--- config.mk ---
export PLATFORM = sky130hd
export DESIGN_NAME = i2c_master_bit_engine
export DESIGN_NICKNAME = d
export VERILOG_FILES = /design/src/rtl/i2cm_pkg.sv /design/src/rtl/i2c_master_bit_engine.sv /design/src/rtl/i2cm_step.sv
export SDC_FILE = /design/constraint.sdc
export NUM_CORES = 1
export LEC_CHECK = 0
export ABC_AREA = 1
export BUFFER_PORTS_ARGS = -buffer_cell sky130_fd_sc_hd__buf_2
export CORE_AREA = 2 2 73 128
export CTS_CLUSTER_DIAMETER = 60
export DETAILED_ROUTE_END_ITERATION = 6
export DIE_AREA = 0 0 75 130
export GPL_ROUTABILITY_DRIVEN = 0
export PLACE_DENSITY_LB_ADDON = 0.08
export SYNTH_ARGS = -nofsm -noshare
export SYNTH_HDL_FRONTEND = slang
export SYNTH_SLANG_ARGS = --single-unit
--- constraint.sdc ---
create_clock -name clk -period 10 [get_ports clk]
set_input_delay 0 -clock clk [delete_from_list [all_inputs] [get_ports clk]]
set_output_delay 0 -clock clk [all_outputs]
set_load 0.01 [all_outputs]
--- src/rtl/i2cm_pkg.sv ---
// Shared types and constants for the I2C master bit engine.
// Holds request/result payload structs, engine state, command codes and the phase line function.
// No dependencies.
package i2cm_pkg;

    localparam logic [2:0] CMD_NONE      = 3'd0;
    localparam logic [2:0] CMD_START     = 3'd1;
    localparam logic [2:0] CMD_STOP      = 3'd2;
    localparam logic [2:0] CMD_WRITE     = 3'd3;
    localparam logic [2:0] CMD_READ_ACK  = 3'd4;
    localparam logic [2:0] CMD_READ_NACK = 3'd5;

    localparam logic [15:0] PHASE_TICKS_RESET = 16'd4;
    localparam logic [3:0]  LAST_BIT          = 4'd7;
    localparam logic [3:0]  BITS_PER_BYTE     = 4'd8;

    typedef struct packed {
        logic [2:0] func;
        logic [7:0] data_byte;
        logic       sda_in;
    } in_t;

    typedef struct packed {
        logic       scl;
        logic       sda_out;
        logic       busy_res;
        logic       done_res;
        logic [7:0] read_data;
        logic       ack_error;
        logic       rejected;
    } out_t;

    typedef struct packed {
        logic        scl;
        logic        sda;
    } lines_t;

    typedef struct packed {
        logic [2:0]  command;
        logic [2:0]  phase;
        logic [3:0]  bit_idx;
        logic [15:0] tick_count;
        logic [7:0]  shift_byte;
        lines_t      lines;
        logic        ack_flag;
        logic [7:0]  read_byte;
    } state_t;

    // Line levels set on entry to a phase of the given command.
    function automatic lines_t enter_phase(input logic [2:0] command,
                                           input logic [2:0] phase,
                                           input logic [7:0] shift_byte,
                                           input lines_t     cur);
        lines_t l;
        l = cur;
        if (command == CMD_START) begin
            if (phase == 3'd0) begin
                l.scl = 1'b1;
                l.sda = 1'b1;
            end
            else if (phase == 3'd1) l.sda = 1'b0;
            else l.scl = 1'b0;
        end
        else if (command == CMD_STOP) begin
            if (phase == 3'd0) l.scl = 1'b0;
            else if (phase == 3'd1) l.sda = 1'b0;
            else if (phase == 3'd2) l.scl = 1'b1;
            else l.sda = 1'b1;
        end
        else if (command == CMD_WRITE) begin
            if (phase == 3'd0) l.sda = shift_byte[7];
            else if (phase == 3'd1) l.scl = 1'b1;
            else if (phase == 3'd2) l.sda = 1'b1;
            else l.scl = 1'b1;
        end
        else begin
            if (phase == 3'd0) l.scl = 1'b1;
            else if (phase == 3'd1 || phase == 3'd2) l.scl = 1'b0;
            else if (phase == 3'd3) l.sda = (command == CMD_READ_ACK) ? 1'b0 : 1'b1;
            else if (phase == 3'd4) l.scl = 1'b1;
            else begin
                l.scl = 1'b0;
                l.sda = 1'b1;
            end
        end
        return l;
    endfunction

endpackage

--- src/rtl/i2c_master_bit_engine.sv ---
// I2C master bit engine: one timing tick per request, one result per tick. A request is
// taken on any cycle in which the result register is empty or being emptied, so ticks
// flow at one per clock and each result appears in the register in the cycle after its
// request is taken. The rate is set by the combinational step logic between the engine
// state registers and the result register. phase_ticks is written through the config
// channel, which is always ready; write it only while the engine is idle.
// Depends on i2cm_pkg and i2cm_step.
module i2c_master_bit_engine (
    input  logic             clk,
    input  logic             rst_n,
    input  logic             in_valid,
    output logic             in_stall,
    input  i2cm_pkg::in_t    in_data,
    output logic             out_valid,
    input  logic             out_stall,
    output i2cm_pkg::out_t   out_data,
    input  logic             cfg_valid,
    output logic             cfg_ready,
    input  logic [15:0]      cfg_data
);

    i2cm_pkg::state_t state_reg;
    i2cm_pkg::state_t state_next;
    i2cm_pkg::out_t   res_next;
    i2cm_pkg::out_t   res_reg;
    logic             out_valid_reg;
    logic [15:0]      phase_ticks_reg;
    logic             accept;

    assign in_stall  = out_valid_reg && out_stall;
    assign accept    = in_valid && !in_stall;
    assign cfg_ready = 1'b1;
    assign out_valid = out_valid_reg;
    assign out_data  = res_reg;

    i2cm_step u_step (
        .cur         (state_reg),
        .req         (in_data),
        .phase_ticks (phase_ticks_reg),
        .nxt         (state_next),
        .res         (res_next)
    );

    always_ff @(posedge clk or negedge rst_n)
    begin
        if (!rst_n)
        begin
            phase_ticks_reg <= i2cm_pkg::PHASE_TICKS_RESET;
        end
        else if (cfg_valid)
        begin
            phase_ticks_reg <= cfg_data;
        end
    end

    always_ff @(posedge clk or negedge rst_n)
    begin
        if (!rst_n)
        begin
            state_reg.command    <= i2cm_pkg::CMD_NONE;
            state_reg.phase      <= 3'd0;
            state_reg.bit_idx    <= 4'd0;
            state_reg.tick_count <= 16'd0;
            state_reg.shift_byte <= 8'd0;
            state_reg.lines.scl  <= 1'b1;
            state_reg.lines.sda  <= 1'b1;
            state_reg.ack_flag   <= 1'b0;
            state_reg.read_byte  <= 8'd0;
        end
        else if (accept)
        begin
            state_reg <= state_next;
        end
    end

    // hold the result while stalled, refill on each taken request
    always_ff @(posedge clk or negedge rst_n)
    begin
        if (!rst_n)
        begin
            out_valid_reg <= 1'b0;
        end
        else if (accept)
        begin
            out_valid_reg <= 1'b1;
        end
        else if (!out_stall)
        begin
            out_valid_reg <= 1'b0;
        end
    end

    always_ff @(posedge clk)
    begin
        if (accept)
        begin
            res_reg <= res_next;
        end
    end

endmodule

--- src/rtl/i2cm_step.sv ---
// Next-state logic of the I2C master bit engine for one timing tick.
// Uses i2cm_pkg for the state, request and result types and the command codes.
// Purely combinational; the top level holds the state and result registers.
module i2cm_step (
    input  i2cm_pkg::state_t cur,
    input  i2cm_pkg::in_t    req,
    input  logic [15:0]      phase_ticks,
    output i2cm_pkg::state_t nxt,
    output i2cm_pkg::out_t   res
);

    logic [15:0] limit;
    logic        is_cmd;
    logic        done;
    logic        rej;
    logic        finish;
    logic [3:0]  bit_inc;

    assign limit   = (phase_ticks == 16'd0) ? 16'd1 : phase_ticks;
    assign is_cmd  = (req.func >= i2cm_pkg::CMD_START) && (req.func <= i2cm_pkg::CMD_READ_NACK);
    assign bit_inc = cur.bit_idx + 4'd1;

    always_comb
    begin
        nxt    = cur;
        done   = 1'b0;
        rej    = 1'b0;
        finish = 1'b0;
        if (cur.command != i2cm_pkg::CMD_NONE)
        begin
            rej            = is_cmd;
            nxt.tick_count = cur.tick_count + 16'd1;
            if (nxt.tick_count >= limit)
            begin
                nxt.tick_count = 16'd0;
                if (cur.command == i2cm_pkg::CMD_START)
                begin
                    if (cur.phase >= 3'd2) finish = 1'b1;
                    else nxt.phase = cur.phase + 3'd1;
                end
                else if (cur.command == i2cm_pkg::CMD_STOP)
                begin
                    if (cur.phase >= 3'd3) finish = 1'b1;
                    else nxt.phase = cur.phase + 3'd1;
                end
                else if (cur.command == i2cm_pkg::CMD_WRITE)
                begin
                    if (cur.phase == 3'd0 || cur.phase == 3'd2)
                    begin
                        nxt.phase = cur.phase + 3'd1;
                    end
                    else if (cur.phase == 3'd1)
                    begin
                        // drop SCL; release SDA after the last bit
                        nxt.lines.scl = 1'b0;
                        if (cur.bit_idx == i2cm_pkg::LAST_BIT) nxt.lines.sda = 1'b1;
                        nxt.shift_byte = {cur.shift_byte[6:0], 1'b0};
                        nxt.bit_idx    = bit_inc;
                        nxt.phase      = (bit_inc >= i2cm_pkg::BITS_PER_BYTE) ? 3'd2 : 3'd0;
                    end
                    else
                    begin
                        nxt.lines.scl = 1'b0;
                        nxt.ack_flag  = req.sda_in;
                        finish        = 1'b1;
                    end
                end
                else
                begin
                    if (cur.phase == 3'd0)
                    begin
                        nxt.shift_byte = {cur.shift_byte[6:0], req.sda_in};
                        nxt.phase      = 3'd1;
                    end
                    else if (cur.phase == 3'd1)
                    begin
                        nxt.bit_idx = bit_inc;
                        nxt.phase   = (bit_inc >= i2cm_pkg::BITS_PER_BYTE) ? 3'd2 : 3'd0;
                    end
                    else if (cur.phase >= 3'd5)
                    begin
                        nxt.read_byte = cur.shift_byte;
                        finish        = 1'b1;
                    end
                    else
                    begin
                        nxt.phase = cur.phase + 3'd1;
                    end
                end

                if (finish)
                begin
                    nxt.command = i2cm_pkg::CMD_NONE;
                    nxt.phase   = 3'd0;
                    nxt.bit_idx = 4'd0;
                    done        = 1'b1;
                end
                else
                begin
                    nxt.lines = i2cm_pkg::enter_phase(cur.command, nxt.phase,
                                                      nxt.shift_byte, nxt.lines);
                end
            end
        end
        else if (is_cmd)
        begin
            nxt.command    = req.func;
            nxt.phase      = 3'd0;
            nxt.bit_idx    = 4'd0;
            nxt.tick_count = 16'd0;
            nxt.shift_byte = (req.func == i2cm_pkg::CMD_WRITE) ? req.data_byte : 8'd0;
            nxt.lines      = i2cm_pkg::enter_phase(req.func, 3'd0, nxt.shift_byte, cur.lines);
        end
    end

    always_comb
    begin
        res.scl       = nxt.lines.scl;
        res.sda_out   = nxt.lines.sda;
        res.busy_res  = (nxt.command != i2cm_pkg::CMD_NONE);
        res.done_res  = done;
        res.read_data = nxt.read_byte;
        res.ack_error = nxt.ack_flag;
        res.rejected  = rej;
    end

endmodule

==> flow_summary.toml <==
[run_status]
status = "completed"

[global_routing]
grtUsageTotal_pct = 26.3
overflow = 0
first_global_vias = 4230
grt_pass1_wl_um = 19400
grt_max_degree = 63
antenna_found_initial = 0

[routing]
drtAntennaViolNets = 0
remaining_drc_errors = 0
dr.pass1.iters = 5
wl_per_cell_um = 14.6
wl_um = 11900
vias_per_cell = 5.39
drt_iter0_drc = 391
via_count = 4417

[final_layout]
largest_reg_flops = 45
final_common_cell = "nand2_1"
layout-drive-gt1-share_pct = 13.7
diodes = 0
syn_to_final_growth_pct = 17.7
fin_cells = 820
nNetsFinal = 751
mostFrequentLayoutCells = "157 x nand2_1, 90 x inv_1, 67 x o21ai_0, 59 x dfrtp_1, 53 x nand3_1"

[pwr]
seq_power_share_pct = 33.2
leakage_nw = 2.78
powerDensity_nw_per_um2 = 238
switchingPower_mw = 0.558
internal-power_mw = 0.754
swShare_pct = 42.5
p_clk_share_pct = 24.4
peakVddDrop_mv = 0.151
total_power_mw = 1.31
pwr-share-comb_pct = 42.3

[logic_synthesis]
syn_avg_cell_area_um2 = 7.46
synth_cell_types = 44
ys.flop_type = "dfrtp_1"
synth_edf_count = 14
synth_seq_cells = 76
synth_fa_ha_area_share_pct = 6.13
syn_inst = 629
synthArstFlopShare_pct = 81.6
synth-xor-area-share_pct = 2.05
synth_top_family_by_area = "simple AND/OR/NAND/NOR gates"
synthSimpleGateAreaFrac_pct = 26.0
synth_compound_area_share_pct = 13.9
yosysSeqAreaShare_pct = 42.1
synth_area_um2 = 4690
syn_nets = 685
yosysWarnings = 0
synth.mux.area_fraction_pct = 0.240

[setup_path]
critical_path_class = "reg2reg"
cp.arrival_ns = 4.74
r2r_start = "state_reg[21]"
r2r_slack_ns = 5.46
rr_endpoint = "state_reg[1]"
critPathMaxFanout = 16
worst_setup_path_start_kind = "register"
endpoint_kind = "register"
cp.required_ns = 10.20
rr_worst_depth = 24

[die]
chipHeight_um = 130
dieWidth_um = 75
io_pins = 50
dieArea_um2 = 9750
core_area_um2 = 8810
rows = 46
initial_utilization_pct = 53.3

[timing]
fin_setup_tns_ns = 0
fmax_mhz = 220
setup_viol = 0
tightest_slew_ns = 0.952
hold_viol = 0
fin_crit_sh_pct = 45.4
relSlewSlack_pct = 36.3
slew_viol_final = 0
rsz0062_at_grt = "no"
period_minus_slack_ns = 4.54
hold-worst-slack_ns = 0.0228
finalClockSkew_ns = 0.00883

[clocking]
clock_sinks = 76
insertion_delay_ns = 0.34
cts_tree = "done"
cts-buffers-inserted = 9
cts.reportedPaths.clkPinSlew_ns = 0.06
clock_path_buffers = 2
clockRootBuffer = "clkbuf_16"
h-tree-depth = 3

[hold_path]
hold_depth = 5
worst_hold_path.endpoint = "state_reg[15]"
hp-start = "in_data[5]"
hp-class = "in2reg"

[flow_run]
cap_violations = 0

[placed_design]
portBuffers = 48
dp_cells = 785
dp_hpwl_um = 8850
## layout make-up
| cell class | count | area (µm²) |
|---|---|---|
| tap | 120 | 150 |
| clock inverter | 6 | 65.1 |
| multi-input combinational | 438 | 2270 |
| timing repair buffer | 69 | 445 |
| clock buffer | 10 | 229 |
| sequential | 76 | 1980 |
| inverter | 101 | 382 |
| fill | 829 | 3290 |
## what timing repair did
item,in CTS,in global routing
endpoints found under the hold margin,76,0
setup buffers,0,0
resized for setup,0,0
hold buffers,19,0
## kinds of logic after synthesis
logic type	Yosys count
mux	1
buf+inv	115
simple gates	280
other cells	1
fa+ha+maj	23
xor+xnor	11
flops	76
compound gates	122
## per-stage QoR
step / instance area, µm² / worst slack [ns] / util (%)
after floorplan: 4690 / 6.55 / -
after global placement: 5040 / 5.66 / 57.2
after detailed placement: 5040 / 5.51 / 57.2
after CTS: 5520 / 5.48 / 62.7
after global routing: 5520 / 4.78 / 62.7
final: 5520 / 5.46 / 62.7
## critical path: stages, from the launching register on
cell and delay [ns]:
dfrtp_1 0.38, inv_1 0.06, nor3_1 0.29, nand3_1 0.17
nor2_1 0.12, nand2_1 0.10, nor2_1 0.09, nand3_1 0.11
nor4_1 0.26, nand2_1 0.11, xor2_1 0.17, ha_1 0.30
nand2_1 0.05, inv_1 0.06, nand3_1 0.09, nor3_1 0.22
nand3_1 0.13, nand3_1 0.20, nand2_1 0.29, inv_1 0.21
nand3_1 0.48, nor2_1 0.27, a21oi_1 0.08, nand2_1 0.09
o21ai_0 0.08
## how the worst max path moves through the flow
stage / depth (start not counted) / slack (ns) / end / from
floorplan: 24 / 6.55 / state_reg[35] / state_reg[21]
global placement: 22 / 5.66 / out_data[8] / state_reg[21]
detailed placement: 24 / 5.51 / state_reg[1] / state_reg[21]
CTS: 24 / 5.48 / state_reg[1] / state_reg[21]
global route: 24 / 4.78 / state_reg[5] / state_reg[21]
finish: 24 / 5.46 / state_reg[1] / state_reg[21]
## per-layer routing
layer	routed length, µm	vias up	GRT usage [%]
met2	6460	138	47.7
met1	4510	2065	28.1
met3	464	37	4.25
met5	0	-	0
li1	-	2177	-
met4	511	0	14.1
## power groups by stage
| stage | Sequential, mW | Combinational [mW] | Clock, mW |
|---|---|---|---|
| after floorplan | 0.432 | 0.403 | 0 |
| after global placement | 0.439 | 0.529 | 0 |
| after detailed placement | 0.441 | 0.539 | 0 |
| after CTS | 0.436 | 0.549 | 0.327 |
| after global routing | 0.443 | 0.626 | 0.340 |
| final | 0.436 | 0.556 | 0.321 |
## cells in the mapped netlist, types with 2 or more instances
cell / number / share of area (%)
buf_4: 2 / 0.32
o22ai_1: 2 / 0.27
clkbuf_1: 9 / 0.72
dfstp_2: 3 / 1.7
o21ai_1: 10 / 1.1
inv_1: 90 / 7.2
o21ai_0: 67 / 7.1
a31oi_1: 4 / 0.53
nand3_1: 53 / 5.7
a21oi_2: 2 / 0.37
nand2_1: 157 / 13
nand4_1: 8 / 1.1
nor2_2: 4 / 0.53
nand2_2: 2 / 0.27
dfrtp_1: 59 / 31
xor2_1: 10 / 1.9
buf_2: 2 / 0.21
nor3_1: 7 / 0.75
nor2_4: 3 / 0.72
nor2_1: 39 / 3.1
o211ai_1: 2 / 0.32
ha_1: 23 / 6.1
a21oi_1: 29 / 3.1
inv_2: 9 / 0.72
edfxtp_1: 14 / 9.0
Power figures use the tool's default switching activity.
